--- src/pli_pkg.sv ---
// ----------------------------------------------------------------------------
// pli_pkg
// Shared types and constants for the piecewise linear interpolator.
// ----------------------------------------------------------------------------
package pli_pkg;

  // field widths
  localparam int DEPTH_W = 24;
  localparam int TIME_W  = 24;
  localparam int IDX_W   = 5;
  localparam int NUMP_W  = 5;
  localparam int STAT_W  = 2;

  // arithmetic widths: signed differences, exact product, divider operands
  localparam int DIFF_W    = DEPTH_W + 1;
  localparam int PROD_W    = 2 * DEPTH_W + 1;
  localparam int DIV_W     = 2 * DEPTH_W;
  localparam int DEN_W     = DEPTH_W;
  localparam int DIV_STEPS = DIV_W;
  localparam int SUM_W     = PROD_W + 1;

  localparam logic [TIME_W-1:0] TIME_MAX = {TIME_W{1'b1}};

  // operation codes
  localparam logic OP_WRITE = 1'b0;
  localparam logic OP_QUERY = 1'b1;

  // result status codes
  localparam logic [STAT_W-1:0] RSTAT_WITHIN     = 2'd0;
  localparam logic [STAT_W-1:0] RSTAT_EXTRAP     = 2'd1;
  localparam logic [STAT_W-1:0] RSTAT_ZERO_WIDTH = 2'd2;

  typedef struct packed {
    logic               operation;
    logic [IDX_W-1:0]   point_index;
    logic [DEPTH_W-1:0] depth_value;
    logic [TIME_W-1:0]  time_value;
  } pli_in_t;

  typedef struct packed {
    logic [TIME_W-1:0] result_time;
    logic [STAT_W-1:0] result_status;
  } pli_out_t;

  typedef enum logic [3:0] {
    S_IDLE,
    S_SRCH_RD,
    S_SRCH_CMP,
    S_LO_RD,
    S_HI_RD,
    S_HI_WT,
    S_MUL,
    S_DIV_GO,
    S_DIV_WAIT,
    S_FIX,
    S_DONE
  } pli_state_t;

  // which breakpoint the table read port fetches
  typedef enum logic [1:0] {
    RD_NONE,
    RD_SRCH,
    RD_LO,
    RD_HI
  } pli_rd_t;

  typedef struct packed {
    logic    acc_wr;
    logic    acc_q;
    logic    k_inc;
    logic    seg_found;
    logic    seg_last;
    pli_rd_t rd_sel;
    logic    cap_lo;
    logic    cap_hi;
    logic    mul;
    logic    div_start;
    logic    fix;
    logic    load_out;
  } pli_cmd_t;

  typedef struct packed {
    logic k_lt_n;
    logic gt;
    logic zero_width;
    logic div_done;
  } pli_stat_t;

endpackage

--- src/pli_stream_if.sv ---
// ----------------------------------------------------------------------------
// pli_stream_if
// Valid/ready channel carrying one payload per transfer.
// ----------------------------------------------------------------------------
interface pli_stream_if #(
  parameter type DATA_T = logic
) ();
  logic  valid;
  logic  ready;
  DATA_T data;

  modport source (output valid, output data, input ready);
  modport sink (input valid, input data, output ready);
endinterface

--- src/pli_div.sv ---
// ----------------------------------------------------------------------------
// pli_div
// Restoring unsigned divider, one quotient bit per cycle.
// ----------------------------------------------------------------------------
module pli_div import pli_pkg::*; (
  input  logic             clk,
  input  logic             rst_n,
  input  logic             start,
  input  logic [DIV_W-1:0] dividend,
  input  logic [DEN_W-1:0] divisor,
  output logic             done,
  output logic [DIV_W-1:0] quotient
);

  localparam int CNT_W = $clog2(DIV_STEPS);

  logic             busy_r;
  logic             done_r;
  logic [CNT_W-1:0] cnt_r;
  logic [DIV_W-1:0] quo_r;
  logic [DEN_W-1:0] rem_r;
  logic [DEN_W-1:0] den_r;
  logic [DIV_W-1:0] quo_nxt;
  logic [DEN_W-1:0] rem_nxt;
  logic [DEN_W:0]   sh;
  logic [DEN_W:0]   diff;
  logic             ge;

  // one trial subtraction
  always_comb begin
    sh      = {rem_r, quo_r[DIV_W-1]};
    ge      = (sh >= {1'b0, den_r});
    diff    = sh - {1'b0, den_r};
    rem_nxt = ge ? diff[DEN_W-1:0] : sh[DEN_W-1:0];
    quo_nxt = {quo_r[DIV_W-2:0], ge};
  end

  // step counter and done pulse
  always_ff @(posedge clk) begin
    if (!rst_n) begin
      busy_r <= 1'b0;
      done_r <= 1'b0;
      cnt_r  <= '0;
    end else begin
      done_r <= 1'b0;
      if (start) begin
        busy_r <= 1'b1;
        cnt_r  <= '0;
      end else if (busy_r) begin
        cnt_r <= cnt_r + CNT_W'(1);
        if (cnt_r == CNT_W'(DIV_STEPS - 1)) begin
          busy_r <= 1'b0;
          done_r <= 1'b1;
        end
      end
    end
  end

  // shift registers
  always_ff @(posedge clk) begin
    if (start) begin
      quo_r <= dividend;
      rem_r <= '0;
      den_r <= divisor;
    end else if (busy_r) begin
      quo_r <= quo_nxt;
      rem_r <= rem_nxt;
    end
  end

  assign done     = done_r;
  assign quotient = quo_r;

endmodule

--- src/pli_datapath.sv ---
// ----------------------------------------------------------------------------
// pli_datapath
// Breakpoint table, segment search registers, multiply, divide and saturate.
// ----------------------------------------------------------------------------
module pli_datapath import pli_pkg::*; #(
  parameter int MAX_POINTS = 16
) (
  input  logic              clk,
  input  logic              rst_n,
  input  pli_in_t           in_data,
  input  logic              cfg_we,
  input  logic [NUMP_W-1:0] cfg_data,
  input  pli_cmd_t          cmd,
  output pli_stat_t         stat,
  output pli_out_t          out_data
);

  localparam int AW = $clog2(MAX_POINTS);
  localparam int IW = $clog2(MAX_POINTS + 1);
  localparam int CW = (IW > IDX_W) ? IW : IDX_W;
  localparam int WORD_W = DEPTH_W + TIME_W;

  // table storage: one word per breakpoint, depth above time
  logic [WORD_W-1:0]     mem [MAX_POINTS];
  logic [MAX_POINTS-1:0] valid_r;

  logic [NUMP_W-1:0]  num_points_r;
  logic [DEPTH_W-1:0] q_r;
  logic [IW-1:0]      k_r;
  logic [IW-1:0]      seg_r;
  logic               found_r;
  logic [WORD_W-1:0]  rd_word_r;
  logic               rd_zero_r;
  logic [DEPTH_W-1:0] d0_r, d1_r;
  logic [TIME_W-1:0]  t0_r, t1_r;
  logic signed [PROD_W-1:0] prod_r;
  logic signed [DIFF_W-1:0] den_r;
  logic               neg_r;
  logic signed [PROD_W-1:0] quot_r;
  pli_out_t           out_r;

  logic [CW-1:0]      np_ext;
  logic [CW-1:0]      n_clamp;
  logic [IW-1:0]      n_eff;
  logic [CW-1:0]      idx_ext;
  logic [CW-1:0]      wr_pt;
  logic               wr_ok;
  logic [AW-1:0]      wr_addr;
  logic [IW-1:0]      rd_pt;
  logic [IW-1:0]      rd_pt_m1;
  logic               rd_en;
  logic               rd_is_origin;
  logic [AW-1:0]      rd_addr;
  logic [DEPTH_W-1:0] rd_depth;
  logic [TIME_W-1:0]  rd_time;
  logic signed [DIFF_W-1:0] dq, dt, dd;
  logic signed [PROD_W-1:0] prod_mag;
  logic signed [DIFF_W-1:0] den_mag;
  logic [DIV_W-1:0]   div_quo;
  logic               div_done;
  logic signed [SUM_W-1:0] sum;
  logic [TIME_W-1:0]  sat_time;
  logic               zero_width;
  logic [STAT_W-1:0]  status;

  // effective breakpoint count, clamped to 1..MAX_POINTS
  always_comb begin
    np_ext = CW'(num_points_r);
    if (np_ext == '0) begin
      n_clamp = CW'(1);
    end else if (np_ext > CW'(MAX_POINTS)) begin
      n_clamp = CW'(MAX_POINTS);
    end else begin
      n_clamp = np_ext;
    end
    n_eff = n_clamp[IW-1:0];
  end

  // write slot decode, slots outside 1..MAX_POINTS are dropped
  always_comb begin
    idx_ext = CW'(in_data.point_index);
    wr_pt   = idx_ext - CW'(1);
    wr_ok   = (idx_ext != '0) && (idx_ext <= CW'(MAX_POINTS));
    wr_addr = wr_pt[AW-1:0];
  end

  // read point select, point 0 is the fixed origin
  always_comb begin
    case (cmd.rd_sel)
      RD_SRCH: rd_pt = k_r;
      RD_LO:   rd_pt = seg_r;
      RD_HI:   rd_pt = seg_r + IW'(1);
      default: rd_pt = '0;
    endcase
    rd_en        = (cmd.rd_sel != RD_NONE);
    rd_is_origin = (rd_pt == '0);
    rd_pt_m1     = rd_pt - IW'(1);
    rd_addr      = rd_is_origin ? '0 : rd_pt_m1[AW-1:0];
  end

  // table memory write and registered read
  always_ff @(posedge clk) begin
    if (cmd.acc_wr && wr_ok) begin
      mem[wr_addr] <= {in_data.depth_value, in_data.time_value};
    end
    if (rd_en) begin
      rd_word_r <= mem[rd_addr];
      rd_zero_r <= rd_is_origin || !valid_r[rd_addr];
    end
  end

  // per-slot valid bits, unwritten slots read as zero
  always_ff @(posedge clk) begin
    if (!rst_n) begin
      valid_r <= '0;
    end else if (cmd.acc_wr && wr_ok) begin
      valid_r[wr_addr] <= 1'b1;
    end
  end

  assign rd_depth = rd_zero_r ? '0 : rd_word_r[WORD_W-1:TIME_W];
  assign rd_time  = rd_zero_r ? '0 : rd_word_r[TIME_W-1:0];

  // configuration register
  always_ff @(posedge clk) begin
    if (!rst_n) begin
      num_points_r <= NUMP_W'(1);
    end else if (cfg_we) begin
      num_points_r <= cfg_data;
    end
  end

  // segment search state
  always_ff @(posedge clk) begin
    if (!rst_n) begin
      k_r     <= '0;
      seg_r   <= '0;
      found_r <= 1'b0;
    end else begin
      if (cmd.acc_q) begin
        k_r     <= IW'(1);
        found_r <= 1'b0;
      end else if (cmd.k_inc) begin
        k_r <= k_r + IW'(1);
      end
      if (cmd.seg_found) begin
        seg_r   <= k_r - IW'(1);
        found_r <= 1'b1;
      end else if (cmd.seg_last) begin
        seg_r <= n_eff - IW'(1);
      end
    end
  end

  // query depth and segment end points
  always_ff @(posedge clk) begin
    if (cmd.acc_q) begin
      q_r <= in_data.depth_value;
    end
    if (cmd.cap_lo) begin
      d0_r <= rd_depth;
      t0_r <= rd_time;
    end
    if (cmd.cap_hi) begin
      d1_r <= rd_depth;
      t1_r <= rd_time;
    end
  end

  // signed differences and exact product
  always_comb begin
    dq = $signed({1'b0, q_r}) - $signed({1'b0, d0_r});
    dt = $signed({1'b0, t1_r}) - $signed({1'b0, t0_r});
    dd = $signed({1'b0, d1_r}) - $signed({1'b0, d0_r});
  end

  always_ff @(posedge clk) begin
    if (cmd.mul) begin
      prod_r <= PROD_W'(dq) * PROD_W'(dt);
      den_r  <= dd;
    end
  end

  // magnitudes into the divider, sign kept aside
  assign prod_mag = prod_r[PROD_W-1] ? -prod_r : prod_r;
  assign den_mag  = den_r[DIFF_W-1] ? -den_r : den_r;

  always_ff @(posedge clk) begin
    if (cmd.div_start) begin
      neg_r <= prod_r[PROD_W-1] ^ den_r[DIFF_W-1];
    end
  end

  pli_div u_div (
    .clk      (clk),
    .rst_n    (rst_n),
    .start    (cmd.div_start),
    .dividend (prod_mag[DIV_W-1:0]),
    .divisor  (den_mag[DEN_W-1:0]),
    .done     (div_done),
    .quotient (div_quo)
  );

  // restore quotient sign, truncation toward zero
  always_ff @(posedge clk) begin
    if (cmd.fix) begin
      quot_r <= neg_r ? -$signed({1'b0, div_quo}) : $signed({1'b0, div_quo});
    end
  end

  // add lower time and saturate
  always_comb begin
    sum = $signed({{(SUM_W - TIME_W){1'b0}}, t0_r}) + $signed({quot_r[PROD_W-1], quot_r});
    if (sum[SUM_W-1]) begin
      sat_time = '0;
    end else if (sum[SUM_W-2:TIME_W] != '0) begin
      sat_time = TIME_MAX;
    end else begin
      sat_time = sum[TIME_W-1:0];
    end
  end

  // result selection
  assign zero_width = (d0_r == d1_r);

  always_comb begin
    if (zero_width) begin
      status = RSTAT_ZERO_WIDTH;
    end else if (!found_r && (q_r > d1_r)) begin
      status = RSTAT_EXTRAP;
    end else begin
      status = RSTAT_WITHIN;
    end
  end

  always_ff @(posedge clk) begin
    if (cmd.load_out) begin
      out_r.result_time   <= zero_width ? t0_r : sat_time;
      out_r.result_status <= status;
    end
  end

  assign out_data = out_r;

  // status to the controller
  always_comb begin
    stat.k_lt_n     = (k_r < n_eff);
    stat.gt         = (rd_depth > q_r);
    stat.zero_width = zero_width;
    stat.div_done   = div_done;
  end

endmodule

--- src/pli_ctrl.sv ---
// ----------------------------------------------------------------------------
// pli_ctrl
// Sequencer for table writes, segment search and the interpolation steps.
// ----------------------------------------------------------------------------
module pli_ctrl import pli_pkg::*; (
  input  logic      clk,
  input  logic      rst_n,
  input  logic      in_valid,
  input  logic      in_op,
  output logic      in_ready,
  output logic      out_valid,
  input  logic      out_ready,
  input  pli_stat_t stat,
  output pli_cmd_t  cmd
);

  pli_state_t state_r, state_nxt;
  logic       out_valid_r, out_valid_nxt;
  logic       out_free;

  assign out_free = !out_valid_r || out_ready;

  // state register
  always_ff @(posedge clk) begin
    if (!rst_n) begin
      state_r     <= S_IDLE;
      out_valid_r <= 1'b0;
    end else begin
      state_r     <= state_nxt;
      out_valid_r <= out_valid_nxt;
    end
  end

  // next state
  always_comb begin
    state_nxt = state_r;
    case (state_r)
      S_IDLE: begin
        if (in_valid && in_op == OP_QUERY) state_nxt = S_SRCH_RD;
      end
      S_SRCH_RD:  state_nxt = stat.k_lt_n ? S_SRCH_CMP : S_LO_RD;
      S_SRCH_CMP: state_nxt = stat.gt ? S_LO_RD : S_SRCH_RD;
      S_LO_RD:    state_nxt = S_HI_RD;
      S_HI_RD:    state_nxt = S_HI_WT;
      S_HI_WT:    state_nxt = S_MUL;
      S_MUL:      state_nxt = stat.zero_width ? S_DONE : S_DIV_GO;
      S_DIV_GO:   state_nxt = S_DIV_WAIT;
      S_DIV_WAIT: begin
        if (stat.div_done) state_nxt = S_FIX;
      end
      S_FIX:      state_nxt = S_DONE;
      S_DONE: begin
        if (out_free) state_nxt = S_IDLE;
      end
      default:    state_nxt = S_IDLE;
    endcase
  end

  // commands
  always_comb begin
    cmd      = '0;
    in_ready = 1'b0;
    case (state_r)
      S_IDLE: begin
        in_ready   = 1'b1;
        cmd.acc_wr = in_valid && (in_op == OP_WRITE);
        cmd.acc_q  = in_valid && (in_op == OP_QUERY);
      end
      S_SRCH_RD: begin
        if (stat.k_lt_n) begin
          cmd.rd_sel = RD_SRCH;
        end else begin
          cmd.seg_last = 1'b1;
        end
      end
      S_SRCH_CMP: begin
        if (stat.gt) begin
          cmd.seg_found = 1'b1;
        end else begin
          cmd.k_inc = 1'b1;
        end
      end
      S_LO_RD: cmd.rd_sel = RD_LO;
      S_HI_RD: begin
        cmd.rd_sel = RD_HI;
        cmd.cap_lo = 1'b1;
      end
      S_HI_WT:  cmd.cap_hi = 1'b1;
      S_MUL:    cmd.mul = 1'b1;
      S_DIV_GO: cmd.div_start = 1'b1;
      S_FIX:    cmd.fix = 1'b1;
      S_DONE:   cmd.load_out = out_free;
      default: begin
        cmd      = '0;
        in_ready = 1'b0;
      end
    endcase
  end

  // output register valid flag
  always_comb begin
    if (cmd.load_out) begin
      out_valid_nxt = 1'b1;
    end else if (out_ready) begin
      out_valid_nxt = 1'b0;
    end else begin
      out_valid_nxt = out_valid_r;
    end
  end

  assign out_valid = out_valid_r;

endmodule

--- src/piecewise_linear_interpolator_core.sv ---
// ----------------------------------------------------------------------------
// piecewise_linear_interpolator_core
// Depth-to-time lookup through a loaded breakpoint table with linear
// interpolation, extrapolation past the last point and saturation.
// ----------------------------------------------------------------------------
// A write item stores one breakpoint and gives no result.
// A query scans the table one breakpoint at a time, reading in S_SRCH_RD and
// comparing in S_SRCH_CMP, until a segment's upper depth exceeds the query,
// fetches both segment ends from the single read port of the table,
// multiplies, and divides through a restoring divider that produces one
// quotient bit per cycle. The divider runs 48 steps per query; a zero-width
// segment skips it. A finished query waits in S_DONE while the receiver
// still holds the previous result. One query is in flight at a time; the
// finished result sits in an output register, so the next item is taken
// while it waits. The table reads as all zero after reset with no clearing
// pass. The configuration channel is always ready; the user must write it
// only while the block is idle, and the block itself does not enforce this.
module piecewise_linear_interpolator_core import pli_pkg::*; #(
  parameter int MAX_POINTS = 16
) (
  input  logic          clk,
  input  logic          rst_n,
  pli_stream_if.sink    in_ch,
  pli_stream_if.source  out_ch,
  pli_stream_if.sink    cfg_ch
);

  pli_cmd_t  cmd;
  pli_stat_t stat;
  pli_in_t   in_data;
  pli_out_t  out_data;

  assign in_data      = in_ch.data;
  assign out_ch.data  = out_data;
  assign cfg_ch.ready = 1'b1;

  pli_ctrl u_ctrl (
    .clk       (clk),
    .rst_n     (rst_n),
    .in_valid  (in_ch.valid),
    .in_op     (in_data.operation),
    .in_ready  (in_ch.ready),
    .out_valid (out_ch.valid),
    .out_ready (out_ch.ready),
    .stat      (stat),
    .cmd       (cmd)
  );

  pli_datapath #(
    .MAX_POINTS (MAX_POINTS)
  ) u_datapath (
    .clk      (clk),
    .rst_n    (rst_n),
    .in_data  (in_data),
    .cfg_we   (cfg_ch.valid),
    .cfg_data (NUMP_W'(cfg_ch.data)),
    .cmd      (cmd),
    .stat     (stat),
    .out_data (out_data)
  );

  // a result is loaded only into a free or draining output register
  a_load_free: assert property (@(posedge clk) disable iff (!rst_n)
    cmd.load_out |-> (!out_ch.valid || out_ch.ready))
    else $error("result loaded over a pending result");

  // an accepted query blocks further input in the next cycle
  a_query_busy: assert property (@(posedge clk) disable iff (!rst_n)
    (in_ch.valid && in_ch.ready && in_data.operation == OP_QUERY) |=> !in_ch.ready)
    else $error("input accepted while a query is in progress");

  // only defined status codes leave the block
  a_status_code: assert property (@(posedge clk) disable iff (!rst_n)
    out_ch.valid |-> (out_data.result_status == RSTAT_WITHIN ||
                      out_data.result_status == RSTAT_EXTRAP ||
                      out_data.result_status == RSTAT_ZERO_WIDTH))
    else $error("undefined result status");

  // the divider finishes only while a query is in progress
  a_div_busy: assert property (@(posedge clk) disable iff (!rst_n)
    stat.div_done |-> !in_ch.ready)
    else $error("divider finished outside a query");

endmodule
--- src/flat_wrapper.sv ---
// flat-port wrapper written by rule: the top's interface ports become plain ports
module piecewise_linear_interpolator_core_flat import pli_pkg::*;
#(
  parameter int MAX_POINTS = 16
)
  (clk, rst_n, in_ch_valid, in_ch_data, in_ch_ready, out_ch_valid, out_ch_data, out_ch_ready, cfg_ch_valid, cfg_ch_data, cfg_ch_ready);
  pli_stream_if in_ch_i ();
  pli_stream_if out_ch_i ();
  pli_stream_if cfg_ch_i ();
  input  logic clk;
  input  logic rst_n;
  input wire logic [$bits(in_ch_i.valid)-1:0] in_ch_valid;
  input wire logic [$bits(in_ch_i.data)-1:0] in_ch_data;
  output wire logic [$bits(in_ch_i.ready)-1:0] in_ch_ready;
  output wire logic [$bits(out_ch_i.valid)-1:0] out_ch_valid;
  output wire logic [$bits(out_ch_i.data)-1:0] out_ch_data;
  input wire logic [$bits(out_ch_i.ready)-1:0] out_ch_ready;
  input wire logic [$bits(cfg_ch_i.valid)-1:0] cfg_ch_valid;
  input wire logic [$bits(cfg_ch_i.data)-1:0] cfg_ch_data;
  output wire logic [$bits(cfg_ch_i.ready)-1:0] cfg_ch_ready;
  assign in_ch_i.valid = in_ch_valid;
  assign in_ch_i.data = in_ch_data;
  assign in_ch_ready = in_ch_i.ready;
  assign out_ch_valid = out_ch_i.valid;
  assign out_ch_data = out_ch_i.data;
  assign out_ch_i.ready = out_ch_ready;
  assign cfg_ch_i.valid = cfg_ch_valid;
  assign cfg_ch_i.data = cfg_ch_data;
  assign cfg_ch_ready = cfg_ch_i.ready;
  piecewise_linear_interpolator_core #(.MAX_POINTS(MAX_POINTS)) u_core (.clk(clk), .rst_n(rst_n), .in_ch(in_ch_i), .out_ch(out_ch_i), .cfg_ch(cfg_ch_i));
endmodule
--- config.mk ---
export PLATFORM = sky130hd
export DESIGN_NAME = piecewise_linear_interpolator_core_flat
export DESIGN_NICKNAME = d
export VERILOG_FILES = /design/src/pli_pkg.sv /design/src/pli_stream_if.sv /design/src/pli_div.sv /design/src/pli_datapath.sv /design/src/pli_ctrl.sv /design/src/piecewise_linear_interpolator_core.sv /design/src/flat_wrapper.sv
export SDC_FILE = /design/constraint.sdc
export NUM_CORES = 1
export LEC_CHECK = 0
export BUFFER_PORTS_ARGS = -buffer_cell sky130_fd_sc_hd__buf_2
export CORE_MARGIN = 3
export CORE_UTILIZATION = 50
export CTS_CLUSTER_SIZE = 24
export DETAILED_ROUTE_END_ITERATION = 8
export PLACE_DENSITY = 0.71
export SLEW_MARGIN = 15
export SYNTH_ARGS = -nofsm -noshare
export SYNTH_HDL_FRONTEND = slang
export SYNTH_HIERARCHICAL = 1
export SYNTH_SLANG_ARGS = --single-unit
--- constraint.sdc ---
create_clock -name clk -period 13.5 [get_ports clk]
set_clock_uncertainty 0.05 [all_clocks]
set_input_delay 0.675 -clock clk [delete_from_list [all_inputs] [get_ports clk]]
set_output_delay 0.675 -clock clk [all_outputs]
set_load 0.05 [all_outputs]
# After elaboration in Yosys (flattened, before gate mapping)
# Memory sizes are Yosys's and may differ from the RTL's.
# Index checks and enable logic that the tools add are counted.
[word_totals]
reg_bits = 123
latchBits = 0
mem_bits_rw = 0
mem_bits_ro = 16
wordCells = 102
memories = 1
[op_classes]
addsub = 6
multipliers = 0
div = 0
magnitude_cmp = 5
n_eq_ne = 17
shifts = 0
muxes = 37
bitwise_logic = 3
n_reduce_logical = 18
[mem_list]
columns = ["memory", "words", "word_bits", "read_ports", "rd_clocked_by_memory_dff", "write_ports", "line", "source"]
rows = [
  ["(no name shown)", 16, 1, 1, 0, 0, "pli_datapath.sv:108", "rd_zero_r <= rd_is_origin || !valid_r[rd_addr];"],
]
[ops]
columns = ["cell", "n"]
rows = [
  ["case mux 4 bit (11 select lines)", 1],
  ["equality test 24 bit", 1],
  ["> comparator 1 x 24 -> 1 bit (first input constant)", 1],
  ["> comparator 24 x 1 -> 1 bit (second input constant)", 1],
  ["2-to-1 mux 24 bit", 1],
  ["2-to-1 mux 1 bit", 23],
  ["2-to-1 mux 5 bit", 4],
  ["equality test 4 x 3 -> 1 bit (second input constant)", 4],
  ["2-to-1 mux 4 bit", 4],
  ["case mux 5 bit (3 select lines)", 1],
  ["equality test 4 bit (second input constant)", 3],
  ["adder 5 x 1 -> 5 bit (second input constant)", 2],
  ["zero test 5 bit", 2],
  ["nonzero test 2 bit", 5],
  ["subtractor 5 x 1 -> 5 bit (second input constant)", 2],
  ["equality test 4 x 2 -> 1 bit (second input constant)", 2],
  ["adder 6 x 1 -> 6 bit (second input constant)", 1],
  ["equality test 6 bit (second input constant)", 1],
  ["case mux 2 bit (3 select lines)", 1],
  ["> comparator 1 x 5 -> 1 bit (second input constant)", 1],
  ["less-than comparator 4 x 5 -> 1 bit (second input constant)", 1],
  ["less-than comparator 5 bit", 1],
  ["equality test 2 bit (second input constant)", 2],
  ["equality test 4 x 1 -> 1 bit (second input constant)", 1],
  ["other kinds (12)", 20],
]

# Longest topological paths before layout
[logic_depth]
depth_word = 14
mapped_depth = 27

# By module
# Netlist, hierarchy kept.
[modules_own_cells]
columns = ["module", "instances", "cells_per_inst", "area_per_inst_um2", "seq_area_each_um2"]
rows = [
  ["pli_datapath", 1, 6343, 72823.6, 33281.9],
  ["pli_div", 1, 507, 5586.6, 2802.7],
  ["pli_ctrl", 1, 64, 429.2, 100.1],
  ["piecewise_linear_interpolator_core", 1, 3, 15.0, 0.0],
]

# Worst setup path after synthesis
# Ideal clock, no wire load.
[synth_path]
path_kind = "flip-flop to flip-flop"
from = "register u_core/u_datapath/q_r[0] (netlist name)"
to = "register u_core/u_datapath/prod_r[42] (netlist name)"
arrival_ns = 9.170
t_required_ns = 13.188
setup_slack_ns = 4.018
stages_incl_launch_ff = 40
period_less_slack_ns = 9.482
cell_sequence = "edfxtp_1 > inv_1 > ha_1 > fa_1 > nor2b_1 > o21a_1 > o21ai_0 > a21oi_1 > a41o_1 > a2111oi_0 > o31ai_1 > a21o_1 > mux2i_1 > nand2_1 > clkbuf_1 > nand2_1 > fa_1 > inv_1 > (+4 left out) > inv_1 > fa_1 > fa_1 > inv_1 > fa_1 > inv_1 > ha_1 > a21o_1 > a21o_1 > a21o_1 > inv_1 > o21ai_0 > a21oi_1 > nor2_1 > a311o_1 > a211oi_1 > o21bai_1 > xor2_1"

==> impl_metrics.ini <==
[route]
vias = 13600
drc_errors = 0
via_per_inst = 5.00
firstDrtPassIters = 4
antenna_left = 0
wl_per_cell_um = 16.4
drtIter0Drc = 963
drt-total-wl_mm = 44.7

[synthesis]
synth_area_um2 = 22600
ys.warnings.count = 6
postSynthCellCount = 1739
syn_avg_cell_area_um2 = 13.0

[timing]
final-setup-viol-count = 0
relSlewSlack_pct = -93.0
finalSetupTns_ns = 0
max_freq_mhz = 160
slew_viol_final = 78
finalCritPeriodShare_pct = 46.3
rsz0062_at_grt = no
period_needed_ns = 6.25
tightest_slew_ns = 2.88
hold_viol = 0

[min_path]
min_to = u_core/u_datapath/np_ext[0]$_SDFFE_PN1P_
whs_path_depth = 3
holdCritStartpoint = cfg_ch_data
hold_class = input port to flop

[setup_path]
slowest_delay_ns = 0.64
timing.rr.end = u_core/u_datapath/rd_word_r[26]$_DFFE_PP_
startpoint_type = flop
path_buf_inv = 4
cp.required_ns = 13.77
rr_startpoint = u_core/u_datapath/np_ext[4]$_SDFFE_PN0P_
crit_chain = inv_1 > nand2_1 > ha_1 > o21a_1 > o21a_1 > o21ai_0 > nand2b_1 > a21oi_1 > nand2_1 > a21oi_1 > o211ai_1 > o21ai_4 > inv_2 > ha_1 > nand3_1 > nor3_2 > buf_4 > nor2_4 > buf_4 > and2_1 > a211oi_1 > a311oi_1 > a211oi_1 > a21oi_1
critPathTopFamily = compound AO/OA/AOI/OAI gates
r2r_slack_ns = 7.25
path_common_cell = a21oi_1
endpoint_kind = flop
cp.arrival_ns = 6.52
ff2ff_path_depth = 24
path_class = flop to flop
cp_slowest_cell = nor2_4
cp_max_fo = 62

[pwr]
leakage_nw = 9.73
vdd_drop_max_v = 0.0000826
power_density_nw_per_um2 = 134

[die]
start_util_pct = 50.9
die_h_um = 219
num_io_pins = 11
core_um2 = 44400
die_x_um = 219
die_area_um2 = 47800
rows = 77

[cells_and_area]
layoutNonFillerInstCount = 2729
nNetsFinal = 2182
drive_gt1_share_pct = 5.29
antenna_cells = 0
fin_util_pct = 59.2
areaGrowthSynthToFinish_pct = 16.3

[global_route]
grt.total_usage_pct = 19.3
antenna_found_initial = 1
grt_pass1_wl_mm = 71.9
grt_pass1_vias = 13900
overflow = 0
grt_max_degree = 99

[place]
placedCellCount = 2629
dp.final_hpwl_mm = 25.9
gp_congestion = 0.797
portBuffers = 8

[clocking]
path_clk_slew_ns = 0.06
tritoncts = built
cts_resized = 0
htree_levels = 2
clk_latency_ns = 0.59
cts-root-buf = clkbuf_16
ctsHoldBuffers = 0
numCtsBuffers = 54
cts_setup_buffers = 0
cts.sinks = 527
clockBufferDepth = 3

[outcome]
violations = slew limit
status = finished, violations left

[run]
maxCapViolCount = 0
==> tightest hold or removal path, cell delays in order <==
cell and delay, ns:
buf_2 0.07, mux2i_1 0.05, nand2_1 0.05
==> state kept, by name (all words and copies together) (netlist names), 6 cells and up <==
name / flops
u_core/u_datapath/mem: 384
u_core/u_datapath/d0_r: 24
u_core/u_datapath/d1_r: 24
u_core/u_datapath/q_r: 24
u_core/u_datapath/rd_word_r: 24
u_core/u_datapath/valid_r: 16
u_core/u_datapath/u_div/cnt_r: 6
==> cell usage in the layout, fill, tap and decap left out, types with 55 or more instances in the layout <==
cell type and instances:
conb_1 440, or3_1 74, o21ai_0 90, clkbuf_16 55
a211oi_1 76, ha_1 82, inv_1 78, edfxtp_1 482
nor2_1 62, nand2_1 132
==> stage by stage <==
step | cell area (um^2) | power [mW] | hold WS, ns | setup WS, ns
floorplan | 24300 | 2.03 | 0.384 | 8.37
global placement | 24600 | 2.10 | 0.390 | 7.41
detailed placement | 24600 | 2.10 | 0.397 | 7.27
CTS | 26300 | 3.56 | 0.229 | 7.26
global route | 26300 | 3.67 | 0.271 | 6.68
finish | 26300 | 3.53 | 0.262 | 7.25
==> report_power, final <==
group	switching (mW)	internal [mW]	leakage, nW
clock	0.591	0.858	0.856
sequential	0.0117	1.81	4.72
combinational	0.178	0.0740	4.15
==> how the worst max path moves through the flow <==
stage	from	to	slack [ns]	cells past startpoint
after floorplan	u_core/u_datapath/np_ext[4]$_SDFFE_PN0P_	u_core/u_datapath/rd_word_r[27]$_DFFE_PP_	8.37	26
after global placement	u_core/u_datapath/np_ext[4]$_SDFFE_PN0P_	u_core/u_datapath/rd_word_r[26]$_DFFE_PP_	7.41	24
after detailed placement	u_core/u_datapath/np_ext[4]$_SDFFE_PN0P_	u_core/u_datapath/rd_word_r[26]$_DFFE_PP_	7.27	24
after CTS	u_core/u_datapath/np_ext[4]$_SDFFE_PN0P_	u_core/u_datapath/rd_word_r[26]$_DFFE_PP_	7.26	24
after global routing	u_core/u_datapath/np_ext[4]$_SDFFE_PN0P_	u_core/u_datapath/rd_word_r[26]$_DFFE_PP_	6.68	24
final	u_core/u_datapath/np_ext[4]$_SDFFE_PN0P_	u_core/u_datapath/rd_word_r[26]$_DFFE_PP_	7.25	24
==> per-layer routing <==
metal | share of wire (%) | up-vias | wire [um] | global-route usage, %
li1 | - | 6745 | - | -
met1 | 43 | 6562 | 19100 | 24.6
met2 | 50 | 259 | 22500 | 33.5
met3 | 4.2 | 81 | 1890 | 2.98
met4 | 2.8 | 0 | 1270 | 7.06
met5 | 0 | - | 0 | 0
==> area by class of cell <==
| class | instances | area (um^2) |
|---|---|---|
| Fill cell | 3508 | 18100 |
| Tap cell | 592 | 741 |
| Clock buffer | 69 | 1470 |
| Timing Repair Buffer | 21 | 138 |
| Inverter | 79 | 297 |
| Multi-Input combinational cell | 1410 | 8020 |
| Clock inverter | 31 | 265 |
| Sequential cell | 527 | 15400 |
No activity file was read; power rests on OpenSTA's default activity.
